### src/rtl/gbn_pkg.sv
// types and constants of the box suppression block
package gbn_pkg;

    typedef struct packed {
        logic [15:0] x1;
        logic [15:0] y1;
        logic [15:0] x2;
        logic [15:0] y2;
        logic [15:0] score;
    } box_t;

    typedef struct packed {
        box_t box;
        logic last;
        logic ovf;
    } res_t;

    typedef enum logic [2:0] {
        ST_IDLE,
        ST_SORT,
        ST_NFLAG,
        ST_NBOX,
        ST_NLOAD,
        ST_SWEEP,
        ST_FLUSH
    } eng_state_t;

    localparam int          FIFO_DEPTH = 4;
    localparam int          FIFO_AW    = $clog2(FIFO_DEPTH);
    localparam logic [15:0] THR_RESET  = 16'd19661;
    // one pixel in Q12.4, the inclusive width term
    localparam logic signed [17:0] PIX_PAD = 18'sd16;

endpackage

### src/rtl/gbn_front.sv
// box loader: counts boxes, drops overflow, closes sets into the job slot
module gbn_front #(
    parameter int   MAX_BOXES = 64,
    localparam int  IW = $clog2(MAX_BOXES),
    localparam int  CW = $clog2(MAX_BOXES + 1)
) (
    input  logic          clk,
    input  logic          rst_n,
    input  logic          push,
    input  logic          last_box,
    input  gbn_pkg::box_t in_box,
    output logic          full,
    output logic          st_we,
    output logic [IW-1:0] st_addr,
    output gbn_pkg::box_t st_data,
    output logic          job_valid,
    output logic [CW-1:0] job_count,
    output logic          job_ovf,
    input  logic          job_take,
    input  logic          eng_busy
);

    logic [CW-1:0] count_reg, count_next;
    logic          ovf_reg, ovf_next;
    logic          jobv_reg, jobv_next;
    logic [CW-1:0] jobn_reg, jobn_next;
    logic          jobo_reg, jobo_next;
    logic          accept, store_ok;

    assign full      = jobv_reg || eng_busy;
    assign accept    = push && !full;
    assign store_ok  = (count_reg < CW'(MAX_BOXES));
    assign st_we     = accept && store_ok;
    assign st_addr   = count_reg[IW-1:0];
    assign st_data   = in_box;
    assign job_valid = jobv_reg;
    assign job_count = jobn_reg;
    assign job_ovf   = jobo_reg;

    always_comb
    begin
        count_next = count_reg;
        ovf_next   = ovf_reg;
        jobv_next  = jobv_reg;
        jobn_next  = jobn_reg;
        jobo_next  = jobo_reg;
        if (job_take)
        begin
            jobv_next = 1'b0;
        end
        if (accept)
        begin
            if (store_ok)
            begin
                count_next = count_reg + CW'(1);
            end
            else
            begin
                ovf_next = 1'b1;
            end
            if (last_box)
            begin
                jobv_next  = 1'b1;
                jobn_next  = count_next;
                jobo_next  = ovf_next;
                count_next = '0;
                ovf_next   = 1'b0;
            end
        end
    end

    always_ff @(posedge clk or negedge rst_n)
    begin
        if (!rst_n)
        begin
            count_reg <= '0;
            ovf_reg   <= 1'b0;
            jobv_reg  <= 1'b0;
            jobo_reg  <= 1'b0;
        end
        else
        begin
            count_reg <= count_next;
            ovf_reg   <= ovf_next;
            jobv_reg  <= jobv_next;
            jobo_reg  <= jobo_next;
        end
    end

    always_ff @(posedge clk)
    begin
        jobn_reg <= jobn_next;
    end

endmodule

### config.mk
export PLATFORM = sky130hd
export DESIGN_NAME = gbn_front
export DESIGN_NICKNAME = d
export VERILOG_FILES = /design/src/rtl/gbn_pkg.sv /design/src/rtl/gbn_front.sv
export SDC_FILE = /design/constraint.sdc
export NUM_CORES = 1
export LEC_CHECK = 0
export ABC_AREA = 1
export BUFFER_PORTS_ARGS = -buffer_cell sky130_fd_sc_hd__buf_4
export CAP_MARGIN = 20
export CORE_MARGIN = 2
export CORE_UTILIZATION = 33
export CTS_CLUSTER_SIZE = 24
export DETAILED_ROUTE_END_ITERATION = 10
export PLACE_DENSITY = 0.83
export SYNTH_ARGS = -nofsm -noshare
export SYNTH_HDL_FRONTEND = slang
export SYNTH_SLANG_ARGS = --single-unit
### constraint.sdc
create_clock -name clk -period 1.5 [get_ports clk]
set_input_delay 0.15 -clock clk [delete_from_list [all_inputs] [get_ports clk]]
set_output_delay 0.15 -clock clk [all_outputs]
set_load 0.01 [all_outputs]
==> reports/results.ini <==
[cells_and_area]
layout_commonest_cell=nand2_1
drive_above_1_share=0.322
area_growth_pct=-24.7
nets=203
antennaDiodeCount=0
finalInstanceArea_sq_mm=0.00111
layout_common_cells=nand2_1, buf_4, inv_1

[timing]
clock_skew_ns=0.000912
worst_pin_slew_ns=0.378
rsz0062_at_grt=false
fmax_mhz=763
slew_violations=0
period_share=0.873
setup_viol_count_final=0
finalSetupTns_ns=0
hold_viol_final=0
period_minus_slack_ns=1.31
relSlewSlack=0.748

[global_route]
first_global_vias=755
grt_max_degree=11
grt_pass1_wl_um=4920
overflow=0
track_usage=0.136
antenna_found_initial=0

[critical_path]
critPathKind=flip-flop to output pin
crit_arrival_ns=1.16
reg2reg_slack_ns=0.19
reg2reg_depth=5
crit_required_ns=1.35
critPathMaxFanout=5
critPathCaptureType=output pin
r2r_end=job_count[0]$_DFFE_PP_
worst_setup_path_start_kind=flip-flop
worstReg2RegStart=job_valid$_DFF_PN0_

[placed_design]
numPortBuffers=22
gp_congestion=0.845
post_dp_cell_area_sq_mm=0.00105
dp_hpwl_um=3000

[route]
via_count=790
drc=0
drt_iter0_drc=76
wire_per_inst_um=21.3
drt_wl_total_um=3560
dr.pass1.iters=4
vias_per_cell=4.73
antenna_left=0

[min_path]
min_path_cells=2
min_to=job_valid$_DFF_PN0_
hp-start=job_take
hp-class=input pin to flip-flop

[clock_network]
cts_made_buffers=3
path_clk_slew_ns=0.06
clk_path_buf_depth=2
cts_resized=0
postCtsSetupBuffers=0
cts_tree=built
ctsHoldBuffers=1
numClockSinks=17
h-tree-depth=1
cts_root_buf=clkbuf_8
clkLatencyLatePin_ns=0.25

[synthesis]
syn_area_sq_mm=0.00147
synthesis.nets=261
synth.distinct_cells=22
synthCells=174
yosysWarnings=0
yosysSeqAreaShare=0.313
syn_area_per_cell_sq_um=8.46
yosys_register_bits=17

[floorplanning]
core_area_sq_mm=0.00432
die-area_sq_mm=0.00501
rows=24
pin_count=183
start_util=0.341
die_height_um=70.8
dieWidth_um=70.8

[power]
p_leak_nw=0.535
ir_worst_vdd_mv=0.226
power_density_mw_per_mm2=986

[outcome]
status=completed

[run]
drv_cap=0

-- cells in the mapped netlist (all sizes together) --
cell,count,area [sq um]
nand3,3,25.0
nor2,7,51.3
dfrtp,10,250
o21ai,6,33.8
edfxtp,7,210
buf,87,657
inv,17,68.8
nand4,1,6.26
ha,1,12.5
nand3b,1,7.51
a21oi,2,10.0
nand2,29,121
o22ai,3,18.8
-- critical path: stages (launching register included) --
cell and delay, ns:
dfrtp_1 0.37, inv_1 0.11, nand3_2 0.16, nor2_1 0.13
buf_4 0.13
-- logic make-up (layout without fill, tap and decap cells) --
family / after synthesis / in the layout / synth area share
AOI/OAI and AO/OA: 11 / 11 / 0.0425
buffers and inverters: 104 / 45 / 0.493
and+or+nand+nor: 41 / 41 / 0.144
DFF: 17 / 17 / 0.313
adders and majority gates: 1 / 1 / 0.00849
-- metal layers --
layer,vias to the layer above,track usage,wire length [um]
met2,107,0.214,1760
met3,15,0.170,957
met5,-,0,0
met1,334,0.0875,738
li1,334,-,-
met4,0,0.0755,111
-- area by class of cell --
cell class              instances  area, sq um
clock buffers                   4         45.0
flip-flops and latches         17          460
inverters                      17         68.8
well taps                      52         65.1
repair buffers                 24          183
fillers                       461         3220
multi-input cells              53          287
-- stage by stage --
stage,util,cells,hold slack [ns],power [mW],setup WS (ns)
global placement,0.244,162,-0.0101,0.764,0.224
detailed placement,0.244,162,-0.00848,0.770,0.189
floorplan,-,174,-0.146,0.917,0.147
global route,0.256,167,0.132,1.15,0.0294
CTS,0.256,167,0.0921,1.10,0.171
finish,0.256,167,0.0886,1.09,0.190
-- how the worst max path moves through the flow --
stage / from / endpoint / slack (ns) / cells after the start
finish: job_valid$_DFF_PN0_ / st_we / 0.19 / 4
global route: job_valid$_DFF_PN0_ / job_count[0]$_DFFE_PP_ / 0.03 / 5
CTS: job_valid$_DFF_PN0_ / job_count[3]$_DFFE_PP_ / 0.17 / 5
detailed placement: job_valid$_DFF_PN0_ / job_count[1]$_DFFE_PP_ / 0.19 / 5
global placement: job_valid$_DFF_PN0_ / job_count[1]$_DFFE_PP_ / 0.22 / 5
floorplan: job_valid$_DFF_PN0_ / job_count[0]$_DFFE_PP_ / 0.15 / 5
-- power breakdown --
group	internal, mW	switching (mW)	leakage [nW]
registers	0.521	0.0273	0.202
logic	0.0932	0.117	0.310
clock network	0.188	0.146	0.0228
No activity file was read; power rests on OpenSTA's default activity.
