$ cat src/rtl/gbn_pkg.sv
// types and constants of the box suppression block
package gbn_pkg;

    typedef struct packed {
        logic [15:0] x1;
        logic [15:0] y1;
        logic [15:0] x2;
        logic [15:0] y2;
        logic [15:0] score;
    } box_t;

    typedef struct packed {
        box_t box;
        logic last;
        logic ovf;
    } res_t;

    typedef enum logic [2:0] {
        ST_IDLE,
        ST_SORT,
        ST_NFLAG,
        ST_NBOX,
        ST_NLOAD,
        ST_SWEEP,
        ST_FLUSH
    } eng_state_t;

    localparam int          FIFO_DEPTH = 4;
    localparam int          FIFO_AW    = $clog2(FIFO_DEPTH);
    localparam logic [15:0] THR_RESET  = 16'd19661;
    // one pixel in Q12.4, the inclusive width term
    localparam logic signed [17:0] PIX_PAD = 18'sd16;

endpackage

$ cat src/rtl/gbn_res_fifo.sv
// result queue between the suppression engine and the output ports
module gbn_res_fifo (
    input  logic          clk,
    input  logic          rst_n,
    input  logic          wr_en,
    input  gbn_pkg::res_t wr_data,
    output logic          full,
    input  logic          rd_en,
    output gbn_pkg::res_t rd_data,
    output logic          empty
);

    gbn_pkg::res_t                 mem_reg [gbn_pkg::FIFO_DEPTH];
    logic [gbn_pkg::FIFO_AW-1:0]   wptr_reg, wptr_next;
    logic [gbn_pkg::FIFO_AW-1:0]   rptr_reg, rptr_next;
    logic [gbn_pkg::FIFO_AW:0]     cnt_reg, cnt_next;
    logic                          do_wr, do_rd;

    assign full    = (cnt_reg == (gbn_pkg::FIFO_AW+1)'(gbn_pkg::FIFO_DEPTH));
    assign empty   = (cnt_reg == '0);
    assign do_wr   = wr_en && !full;
    assign do_rd   = rd_en && !empty;
    assign rd_data = mem_reg[rptr_reg];

    always_comb
    begin
        wptr_next = wptr_reg;
        rptr_next = rptr_reg;
        cnt_next  = cnt_reg;
        if (do_wr)
        begin
            wptr_next = (wptr_reg == gbn_pkg::FIFO_AW'(gbn_pkg::FIFO_DEPTH - 1)) ?
                        '0 : wptr_reg + gbn_pkg::FIFO_AW'(1);
        end
        if (do_rd)
        begin
            rptr_next = (rptr_reg == gbn_pkg::FIFO_AW'(gbn_pkg::FIFO_DEPTH - 1)) ?
                        '0 : rptr_reg + gbn_pkg::FIFO_AW'(1);
        end
        if (do_wr && !do_rd)
        begin
            cnt_next = cnt_reg + (gbn_pkg::FIFO_AW+1)'(1);
        end
        else if (do_rd && !do_wr)
        begin
            cnt_next = cnt_reg - (gbn_pkg::FIFO_AW+1)'(1);
        end
    end

    always_ff @(posedge clk or negedge rst_n)
    begin
        if (!rst_n)
        begin
            wptr_reg <= '0;
            rptr_reg <= '0;
            cnt_reg  <= '0;
        end
        else
        begin
            wptr_reg <= wptr_next;
            rptr_reg <= rptr_next;
            cnt_reg  <= cnt_next;
        end
    end

    always_ff @(posedge clk)
    begin
        if (do_wr)
        begin
            mem_reg[wptr_reg] <= wr_data;
        end
    end

endmodule

$ cat config.mk
export PLATFORM = sky130hd
export DESIGN_NAME = gbn_res_fifo
export DESIGN_NICKNAME = d
export VERILOG_FILES = /design/src/rtl/gbn_pkg.sv /design/src/rtl/gbn_res_fifo.sv
export SDC_FILE = /design/constraint.sdc
export NUM_CORES = 1
export LEC_CHECK = 0
export BUFFER_PORTS_ARGS = -buffer_cell sky130_fd_sc_hd__buf_4
export CAP_MARGIN = 20
export CORE_MARGIN = 10
export CORE_UTILIZATION = 39
export DETAILED_ROUTE_END_ITERATION = 10
export PLACE_DENSITY_LB_ADDON = 0.2
export SLEW_MARGIN = 20
export SYNTH_ARGS = -nofsm -noshare
export SYNTH_HDL_FRONTEND = slang
export SYNTH_SLANG_ARGS = --single-unit
$ cat constraint.sdc
create_clock -name clk -period 4.8 [get_ports clk]
set_input_delay 0.72 -clock clk [delete_from_list [all_inputs] [get_ports clk]]
set_output_delay 0.72 -clock clk [all_outputs]
set_load 0.03 [all_outputs]
==> out/results.ini, run 1 <==
[yosys]
proportion_of_synthesized_flip_flops_having_asynchronous_set_or_reset_pct=2.09
synth_cell_types=22
postSynthCellCount=465
synth.top_cell.area_share_pct=80.1
post_synth_main_area_contributors=sky130_fd_sc_hd__edfxtp_1 80%, sky130_fd_sc_hd__mux4_2 15%, sky130_fd_sc_hd__dfrtp_1 1.4%, sky130_fd_sc_hd__buf_6 0.64%, sky130_fd_sc_hd__ha_1 0.61%
synth_enable_flop_cells=328
synthMostInstantiatedCell=sky130_fd_sc_hd__edfxtp_1
dominantRegCellSynth=sky130_fd_sc_hd__edfxtp_1
synth_commonest_cells=328 x sky130_fd_sc_hd__edfxtp_1, 82 x sky130_fd_sc_hd__mux4_2, 8 x sky130_fd_sc_hd__buf_2
synth_seq_cells=335
postSynthNetCount=558
syn-mean-instance-area_um2=26.5
total_of_warnings_raised_by_yosys=0
netlist.top_cell.by_area=sky130_fd_sc_hd__edfxtp_1
yosysSeqAreaShare_pct=81.5
synth.cell_area_um2=12300

[worst_setup_path]
timing_worst_setup_path_type=flip-flop to primary output
required_ns=4.08
path_delay_family=flip-flops
path_cells=buf_4 > mux4_2 > buf_4
path_common_cell=sky130_fd_sc_hd__buf_4
critical_path_buf_inv_count=2
crit-reg2reg-capture=mem_reg[0][21]$_DFFE_PP_
rr_startpoint=cnt_reg[2]$_DFFE_PN0P_
worst_stage_delay_on_the_critical_path_ns=1.13
cp_data_arrival_time_ns=2.57
path_max_fanout=70
kind_of_end_point_of_the_critical_path=primary output
r2r_setup_slack_ns=2.36
startpoint_type=flip-flop
critical-path-slowest-cell=sky130_fd_sc_hd__dfrtp_4
startpoint=rptr_reg[1]$_DFFE_PN0P_
rr_worst_depth=4

[clocking]
ctsHtreeMaxLevel=2
worstSkewPairLatency_ns=0.50
clock_tree.buffer_depth=3
clock_sinks=335
cts_inserted_buffers=37
clk_pin_slew_worst_paths_ns=0.06
postCtsSetupRepairBufs=0
clock-root-buffer=sky130_fd_sc_hd__clkbuf_16
cts_resized=0
cts_tree=done

[place]
placement.io_buffers=169
detailedPlacementHpwl_um=15100
place_congestion=0.735
detailedPlace.worstSlack_ns=1.96

[power]
power.static_leakage_nw=5.18
worst_ir_drop_vdd_mv=0.359
finalPower_mw=10.3
pwr_density_cell_nw_per_um2=674

[die]
die-height_um=198
core_um2=30800
fp.dieArea_um2=39000
initial_utilization_pct=39.9
design.portCount=170
placement_rows=64
die_width_um=198

[sta]
timing.max_slew.rel_slack_pct=27.6
setup_total_negative_slack_ns=0
setup_ws_ns=1.51
number_of_pins_exceeding_their_max_slew_limit_in_the_final_report=0
fmax_mhz=304
grt_setup_unrepaired=false
clock_skew_ns=0.0167
fin_crit_ns=3.29
worst-slew-pin-transition_ns=1.09
finalCritPeriodShare_pct=68.5
finalHoldWorstSlack_ns=0.414
total_setup_violations_reported_at_the_end_of_the_flow=0
finalHoldViolCount=0

[min_path]
min-delay-path-class=input pin to flip-flop
hold_end=mem_reg[0][59]$_DFFE_PP_
whs_path_depth=1
timing.hold.worst.start=wr_data[59]

[drt]
via_per_inst=4.92
postRouteWirelength_um=24000
drt_pass1_iterations=4
drtAntennaViolNets=0
wl_per_cell_um=22.0
drt_first_iter_violations=250
route.vias.total=5355
drc_errors=0

[cells_and_area]
multi_input_comb_area_um2=2140
storage_element_area_um2=10000
largest_reg_flops=328
fill_cells=2445
post_route_cells_drive_above_1_share_pct=46.5
area_growth_syn_to_layout_pct=23.7
layout.nets=760

[outcome]
run_status=complete, no violations

[global_routing]
first_global_vias=6141
global_route.overflow_total=0
global_route.usage.total_pct=12.3
number_of_antenna_violations_at_the_first_check_in_global_routing=2
grt_pass1_wl_um=36400
grt_start_max_net_pins=71

[flow_run]
max-cap-violations=0

## per-stage QoR
stage	utilization [%]	cells	area, um^2
5_1_grt	49.4	1088	15200
6_report	49.4	1089	15200
2_1_floorplan	-	465	12300
3_5_place_dp	45.6	1023	14100
4_1_cts	49.4	1088	15200
3_3_place_gp	45.6	1022	14000
## logic make-up after synthesis
logic type / share of synthesized area, %
flip-flops: 81.5
multiplexers: 15.4
buffers and inverters: 1.21
AND/OR/NAND/NOR: 0.621
adder cells (fa/ha/maj): 0.773
XOR/XNOR: 0.214
AO/OA/AOI/OAI: 0.234
## routing by layer
layer  vias to the layer above  track usage (%)  part of all wire (%)
li1                       2412                -                     -
met1                      2763             14.3                    40
met2                       149             20.9                    51
met3                        29             4.70                   8.0
met4                         2             2.93                   1.3
met5                         -                0                 0.054
## area by class of cell
type                    instances  area share [%]
flip-flops and latches        335            65.9
inverters                       3          0.0740
repair buffers                181            9.19
diodes                          1          0.0164
clock inverters                16           0.839
multi-input cells             109            14.1
well taps                     396            3.26
clock buffers                  48            6.63
## how the worst max path moves through the flow
stage / slack, ns / cells after the start / end
2_1_floorplan: 0.06 / 2 / mem_reg[3][0]$_DFFE_PP_
3_3_place_gp: 2.01 / 3 / rd_data[50]
3_5_place_dp: 1.96 / 3 / rd_data[49]
4_1_cts: 1.41 / 3 / rd_data[49]
5_1_grt: 1.35 / 3 / rd_data[49]
6_report: 1.51 / 3 / rd_data[49]
## worst register-to-register path, stage by stage, from the launching register on
cell	delay [ns]
sky130_fd_sc_hd__dfrtp_1	0.45
sky130_fd_sc_hd__nor3b_4	0.21
sky130_fd_sc_hd__nor2b_4	0.23
sky130_fd_sc_hd__and2_4	0.77
sky130_fd_sc_hd__buf_4	0.45
## placed cells by master (no fill, tap or decap), types with 2 or more instances in the layout
master / instances
sky130_fd_sc_hd__clkbuf_1: 9
sky130_fd_sc_hd__clkinv_2: 4
sky130_fd_sc_hd__bufinv_16: 2
sky130_fd_sc_hd__xor2_1: 2
sky130_fd_sc_hd__nor3_1: 2
sky130_fd_sc_hd__inv_1: 3
sky130_fd_sc_hd__clkbuf_16: 39
sky130_fd_sc_hd__and2_4: 3
sky130_fd_sc_hd__ha_1: 6
sky130_fd_sc_hd__mux4_2: 82
sky130_fd_sc_hd__clkinv_1: 8
sky130_fd_sc_hd__buf_4: 177
sky130_fd_sc_hd__mux2_4: 2
sky130_fd_sc_hd__edfxtp_1: 328
sky130_fd_sc_hd__dfrtp_1: 5
sky130_fd_sc_hd__buf_12: 3
sky130_fd_sc_hd__nor2_1: 2
sky130_fd_sc_hd__dfrtp_4: 2
sky130_fd_sc_hd__mux2_2: 2
## where the power goes
group / switching, mW / internal, mW / leakage, nW
clock: 1.03 / 1.58 / 0.556
combinational: 2.00 / 1.47 / 1.54
sequential: 0.313 / 3.87 / 3.08
## what timing repair did
action | 4_1_cts | 5_1_grt
hold endpoints to repair | 7 | 0
hold buffers | 1 | 0
endpoints found under the setup margin | 0 | 0
(Power assumes the default switching activity.)
==> run 2, diff against run 1 <==
==> constraint.sdc (replaced) <==
create_clock -name clk -period 3.22 [get_ports clk]
set_input_delay 0.483 -clock clk [delete_from_list [all_inputs] [get_ports clk]]
set_output_delay 0.483 -clock clk [all_outputs]
set_load 0.03 [all_outputs]
==> out/results.ini, run 2 (synthesized netlist as in run 1, its figures left out) <==
[clocking]
clock-root-buffer=sky130_fd_sc_hd__clkbuf_16
postCtsSetupRepairBufs=0  ; unchanged
cts_inserted_buffers=37  ; unchanged
clock_sinks=335  ; unchanged
hold_bufs_at_cts=1  ; unchanged
cts_tree=done
cts_resized=0  ; unchanged
worstSkewPairLatency_ns=0.50  ; about the same
clk_pin_slew_worst_paths_ns=0.06  ; about the same
clock_tree.buffer_depth=3  ; unchanged
ctsHtreeMaxLevel=2  ; unchanged

[power]
internal-power_mw=10.3  ; +49%
clock_network_fraction_of_design_power_pct=25.4  ; about the same
switching_part_of_the_total_pct=33.0  ; +0.36 points
finalPower_mw=15.4  ; +50%
worst_ir_drop_vdd_mv=0.546  ; +52%
net-switching-power_mw=5.07  ; +52%
share_comb_of_total_power_pct=34.4  ; +0.6 points
pwr_density_cell_nw_per_um2=1010  ; +50%
power.static_leakage_nw=5.18  ; about the same
seq_power_share_pct=40.2  ; -0.5 points

[die]
die-height_um=198  ; unchanged
initial_utilization_pct=39.9  ; unchanged
die_width_um=198  ; unchanged
design.portCount=170  ; unchanged
core_um2=30800  ; unchanged
placement_rows=64  ; unchanged
fp.dieArea_um2=39000  ; unchanged

[sta]
fmax_mhz=345
clock_skew_ns=0.0153  ; -0.00132 ns
fin_crit_ns=2.90
finalHoldViolCount=0  ; unchanged
setup_total_negative_slack_ns=0  ; unchanged
finalCritPeriodShare_pct=90.0
number_of_pins_exceeding_their_max_slew_limit_in_the_final_report=0  ; unchanged
grt_setup_unrepaired=false
timing.max_slew.rel_slack_pct=45.3  ; +18 points
total_setup_violations_reported_at_the_end_of_the_flow=0  ; unchanged
worst-slew-pin-transition_ns=0.821  ; -0.264 ns

[cells_and_area]
area_growth_syn_to_layout_pct=23.7  ; about the same
design_area_um2=15200  ; about the same
mostFrequentLayoutCell=sky130_fd_sc_hd__edfxtp_1
layout.cells.most_common_list=328 x sky130_fd_sc_hd__edfxtp_1, 175 x sky130_fd_sc_hd__buf_4, 82 x sky130_fd_sc_hd__mux4_2
finish.utilization_pct=49.4  ; about the same
largest_reg_flops=328  ; unchanged
n_antenna_cell=0  ; -1
layout.nets=760  ; unchanged
post_route_cells_drive_above_1_share_pct=46.8  ; +0.28 points

[worst_setup_path]
critical_path_buf_inv_count=2  ; unchanged
path_max_fanout=49  ; -30%
cp_data_arrival_time_ns=2.42  ; -0.15 ns
path_common_cell=sky130_fd_sc_hd__buf_4
path_delay_family=flip-flops
worst_stage_delay_on_the_critical_path_ns=0.95  ; -0.18 ns
kind_of_end_point_of_the_critical_path=primary output
startpoint_type=flip-flop
path_cells=buf_4 > mux4_2 > buf_4
timing_worst_setup_path_type=flip-flop to primary output
required_ns=2.74  ; -1.34 ns
critical-path-slowest-cell=sky130_fd_sc_hd__dfrtp_4

[global_routing]
grt_pass1_wl_um=38300  ; +5.2%
grt_start_max_net_pins=57  ; -20%
first_global_vias=6419  ; +4.5%
number_of_antenna_violations_at_the_first_check_in_global_routing=1  ; -1
global_route.overflow_total=0  ; unchanged
global_route.usage.total_pct=12.8  ; +0.55 points

[min_path]
min-delay-path-class=input pin to flip-flop

[place]
detailedPlacementHpwl_um=15200  ; +1.0%
placement.io_buffers=169  ; unchanged
detailed_place.area_um2=14100  ; +0.18%
place_congestion=0.703  ; -4.4%

[drt]
drt_pass1_iterations=4  ; unchanged
postRouteWirelength_um=24800  ; +3.6%
via_per_inst=5.10  ; +3.8%
wl_per_cell_um=22.9  ; +3.9%
drt_first_iter_violations=227  ; -9.2%
drtAntennaViolNets=0  ; unchanged
route.vias.total=5543  ; +3.5%
drc_errors=0  ; unchanged

[flow_run]
max-cap-violations=0  ; unchanged

[outcome]
run_status=complete, no violations

run 2: changes by cell type in the layout (fill, tap and decap cells not counted), sizes merged:
cell	before	now
diode	1	0
bufinv	2	3
clkinv	13	12
clkbuf	48	45
inv	4	5
run 2: through the flow:
step	worst slack [ns]	hold slack, ns	cells
3_5_place_dp	0.785	0.305	1023
5_1_grt	0.168	0.158	1086
2_1_floorplan	0.887	0.187	465
4_1_cts	0.236	0.153	1086
6_report	0.321	0.174	1086
3_3_place_gp	0.814	0.302	1023
run 2: layout make-up:
| class | count | area, um^2 |
|---|---|---|
| multi-input cells | 109 | 2140 |
| inverters | 3 | 11.3 |
| clock inverters | 17 | 160 |
| clock buffers | 45 | 956 |
| fillers | 2473 | 15600 |
| repair buffers | 181 | 1420 |
| well taps | 396 | 495 |
| flip-flops and latches | 335 | 10000 |
run 2: layer usage:
metal	track usage [%]	share of wire, %	vias up
met2	21.3	50	148
met3	4.41	7.6	43
li1	-	-	2406
met4	3.16	1.6	2
met5	0	0.072	-
met1	15.8	41	2944
run 2: worst paths after layout:
| check | start | to | slack, ns | cells past startpoint |
|---|---|---|---|---|
| worst min register to register | wptr_reg[1]$_DFFE_PN0P_ | wptr_reg[1]$_DFFE_PN0P_ | 0.59 | 1 |
| worst max-delay path | rptr_reg[1]$_DFFE_PN0P_ | rd_data[17] | 0.32 | 3 |
| worst max register to register | cnt_reg[2]$_DFFE_PN0P_ | mem_reg[1][70]$_DFFE_PP_ | 1.06 | 4 |
| worst min-delay path | wr_data[5] | mem_reg[1][5]$_DFFE_PP_ | 0.17 | 1 |
| min in group asynchronous | rst_n | wptr_reg[1]$_DFFE_PN0P_ | 0.37 | 2 |
| max in group asynchronous | rst_n | rptr_reg[0]$_DFFE_PN0P_ | 2.71 | 2 |
run 2: power by group through the flow:
| stage | sequential (mW) | combinational (mW) | clock [mW] |
|---|---|---|---|
| after CTS | 6.23 | 5.45 | 4.03 |
| after global placement | 6.25 | 5.41 | 0 |
| after global routing | 6.30 | 5.64 | 4.21 |
| final | 6.20 | 5.29 | 3.91 |
| after detailed placement | 6.32 | 5.43 | 0 |
| after floorplan | 6.02 | 3.71 | 0 |
==> run 3, diff against run 2 <==
--- a/config.mk
+++ b/config.mk
@@ -5,11 +5,11 @@
 export SDC_FILE = /design/constraint.sdc
 export NUM_CORES = 1
 export LEC_CHECK = 0
-export BUFFER_PORTS_ARGS = -buffer_cell sky130_fd_sc_hd__buf_4
 export CAP_MARGIN = 20
 export CORE_MARGIN = 10
 export CORE_UTILIZATION = 39
 export DETAILED_ROUTE_END_ITERATION = 10
+export DONT_BUFFER_PORTS = 1
 export PLACE_DENSITY_LB_ADDON = 0.2
 export SLEW_MARGIN = 20
 export SYNTH_ARGS = -nofsm -noshare
==> out/results.ini, run 3 (synthesized netlist as in run 1, its figures left out) <==
[power]
seq_power_share_pct=42.6  ; +2.4 points
pwr_density_cell_nw_per_um2=1020  ; +0.96%
clock_network_fraction_of_design_power_pct=26.9  ; +1.5 points
net-switching-power_mw=4.84  ; -4.5%
power.static_leakage_nw=4.38  ; -15%
switching_part_of_the_total_pct=33.9  ; +0.97 points
share_comb_of_total_power_pct=30.5  ; -3.9 points
internal-power_mw=9.43  ; -8.6%
worst_ir_drop_vdd_mv=0.655  ; +20%

[drt]
wl_per_cell_um=25.8  ; +13%
drc_errors=0  ; unchanged
drtAntennaViolNets=0  ; unchanged
postRouteWirelength_um=23700  ; -4.5%
via_per_inst=5.28  ; +3.5%
drt_first_iter_violations=226  ; -0.44%
route.vias.total=4867  ; -12%
drt_pass1_iterations=4  ; unchanged

[clocking]
clock-root-buffer=sky130_fd_sc_hd__clkbuf_16
worstSkewPairLatency_ns=0.50  ; about the same
cts_resized=0  ; unchanged
hold_bufs_at_cts=1  ; unchanged
clk_pin_slew_worst_paths_ns=0.06  ; about the same
clock_tree.buffer_depth=3  ; unchanged
ctsHtreeMaxLevel=2  ; unchanged
cts_tree=done
cts_inserted_buffers=36  ; -2.7%
postCtsSetupRepairBufs=0  ; unchanged
clock_sinks=335  ; unchanged

[sta]
clock_skew_ns=0.0103  ; -0.00502 ns
finalCritPeriodShare_pct=82.4  ; -7.6 points
number_of_pins_exceeding_their_max_slew_limit_in_the_final_report=0  ; unchanged
fmax_mhz=377  ; +9.3%
setup_total_negative_slack_ns=0  ; unchanged
grt_setup_unrepaired=false
total_setup_violations_reported_at_the_end_of_the_flow=0  ; unchanged
worst-slew-pin-transition_ns=0.980  ; +0.159 ns
timing.max_slew.rel_slack_pct=34.2  ; -11 points
finalHoldViolCount=0  ; unchanged
fin_crit_ns=2.65  ; -0.246 ns
finalHoldWorstSlack_ns=0.0719  ; -0.102 ns

[place]
placement.io_buffers=0  ; -100%
detailed_place.area_um2=12900  ; -8.8%
place_congestion=0.714  ; +1.7%
detailedPlacementHpwl_um=14500  ; -4.7%

[global_routing]
grt_pass1_wl_um=35400  ; -7.5%
first_global_vias=5334  ; -17%
global_route.overflow_total=0  ; unchanged
number_of_antenna_violations_at_the_first_check_in_global_routing=1  ; unchanged
grt_start_max_net_pins=83  ; +46%
global_route.usage.total_pct=12.2  ; -0.59 points

[worst_setup_path]
rr_worst_depth=6  ; +2
rr_startpoint=cnt_reg[0]$_DFFE_PN0P_
critical_path_buf_inv_count=1  ; -1
worst_stage_delay_on_the_critical_path_ns=0.86  ; -0.09 ns
crit-reg2reg-capture=cnt_reg[1]$_DFFE_PN0P_
critical-path-slowest-cell=sky130_fd_sc_hd__dfrtp_4
cp_num_cells=2  ; -1
path_delay_family=flip-flops
cp-endpoint=rd_data[13]
kind_of_end_point_of_the_critical_path=primary output
path_cells=buf_4 > mux4_2
r2r_setup_slack_ns=0.89  ; -0.17 ns
startpoint=rptr_reg[1]$_DFFE_PN0P_
startpoint_type=flip-flop
timing_worst_setup_path_type=flip-flop to primary output
path_max_fanout=40  ; -18%
required_ns=2.74  ; about the same
cp_data_arrival_time_ns=2.17  ; -0.25 ns

[cells_and_area]
area_growth_syn_to_layout_pct=13.7
mostFrequentLayoutCell=sky130_fd_sc_hd__edfxtp_1
fill_cells=2523  ; +2.0%
post_route_cells_drive_above_1_share_pct=30.2  ; -17 points
layout.cells.most_common_list=328 x sky130_fd_sc_hd__edfxtp_1, 82 x sky130_fd_sc_hd__mux4_2, 37 x sky130_fd_sc_hd__clkbuf_16
largest_reg_flops=328  ; unchanged
layout.nets=593  ; -22%
design_area_um2=14000  ; -8.1%

[die]
placement_rows=64  ; unchanged
fp.dieArea_um2=39000  ; unchanged
die_width_um=198  ; unchanged
die-height_um=198  ; unchanged
design.portCount=170  ; unchanged
initial_utilization_pct=39.9  ; unchanged
core_um2=30800  ; unchanged

[min_path]
min-delay-path-class=input pin to flip-flop
timing.hold.worst.start=wr_data[61]

[outcome]
run_status=complete, no violations

[flow_run]
max-cap-violations=0  ; unchanged

==> run 3: cell count changes in the layout (fill, tap and decap cells not counted) <==
cell | previous run | this run
sky130_fd_sc_hd__clkbuf_8 | 0 | 1
sky130_fd_sc_hd__bufinv_16 | 3 | 2
sky130_fd_sc_hd__inv_6 | 2 | 1
sky130_fd_sc_hd__clkbuf_1 | 8 | 7
sky130_fd_sc_hd__diode_2 | 0 | 1
sky130_fd_sc_hd__buf_12 | 5 | 6
sky130_fd_sc_hd__clkinv_4 | 0 | 2
sky130_fd_sc_hd__clkinv_2 | 6 | 5
sky130_fd_sc_hd__clkinvlp_4 | 0 | 1
sky130_fd_sc_hd__buf_4 | 175 | 8
==> run 3: worst min path at each step <==
stage                                    end  slack (ns)  depth (start not counted)
global route        mem_reg[1][11]$_DFFE_PP_        0.05                          0
global placement      cnt_reg[0]$_DFFE_PN0P_        0.19                          0
finish              mem_reg[1][61]$_DFFE_PP_        0.07                          0
detailed placement    cnt_reg[2]$_DFFE_PN0P_        0.19                          0
CTS                 mem_reg[2][69]$_DFFE_PP_        0.04                          0
floorplan             cnt_reg[0]$_DFFE_PN0P_        0.19                          0
==> run 3: power by group through the flow <==
stage	Sequential [mW]	Combinational, mW	Clock, mW
final	6.09	4.35	3.84
after floorplan	6.02	3.71	0
after detailed placement	6.20	4.52	0
after CTS	6.11	4.53	3.97
after global routing	6.17	4.66	4.15
after global placement	6.14	4.48	0
==> run 3: area by class of cell <==
type	instances	area, um^2	share of cell area [%]
repair buffers	15	190	1.36
inverters	3	11.3	0.0806
clock buffers	45	966	6.91
diodes	1	2.50	0.0179
multi-input cells	109	2140	15.3
clock inverters	17	141	1.01
flip-flops and latches	335	10000	71.8
well taps	396	495	3.54
==> run 3: through the flow <==
step	total power [mW]	setup slack (ns)	util (%)	std cells
6_report	14.3	0.567	45.3	921
5_1_grt	15.0	0.454	45.3	920
4_1_cts	14.6	0.486	45.3	920
3_5_place_dp	10.7	0.872	41.7	857
3_3_place_gp	10.6	0.956	41.7	857
2_1_floorplan	9.72	0.887	-	465
==> run 3: worst reg2reg max path, cell delays in order (launching register included) <==
cell	delay [ns]
sky130_fd_sc_hd__dfrtp_1	0.49
sky130_fd_sc_hd__nor3b_4	0.59
sky130_fd_sc_hd__nor2b_4	0.13
sky130_fd_sc_hd__ha_1	0.26
sky130_fd_sc_hd__inv_1	0.07
sky130_fd_sc_hd__fa_1	0.40
sky130_fd_sc_hd__mux2_2	0.27
==> run 3: per-layer routing <==
layer	vias to the layer above	global-route usage (%)	share of wire (%)
met2	151	19.1	48
li1	2075	-	-
met4	0	4.07	2.5
met1	2597	14.1	38
met5	-	0	0
met3	44	6.54	12
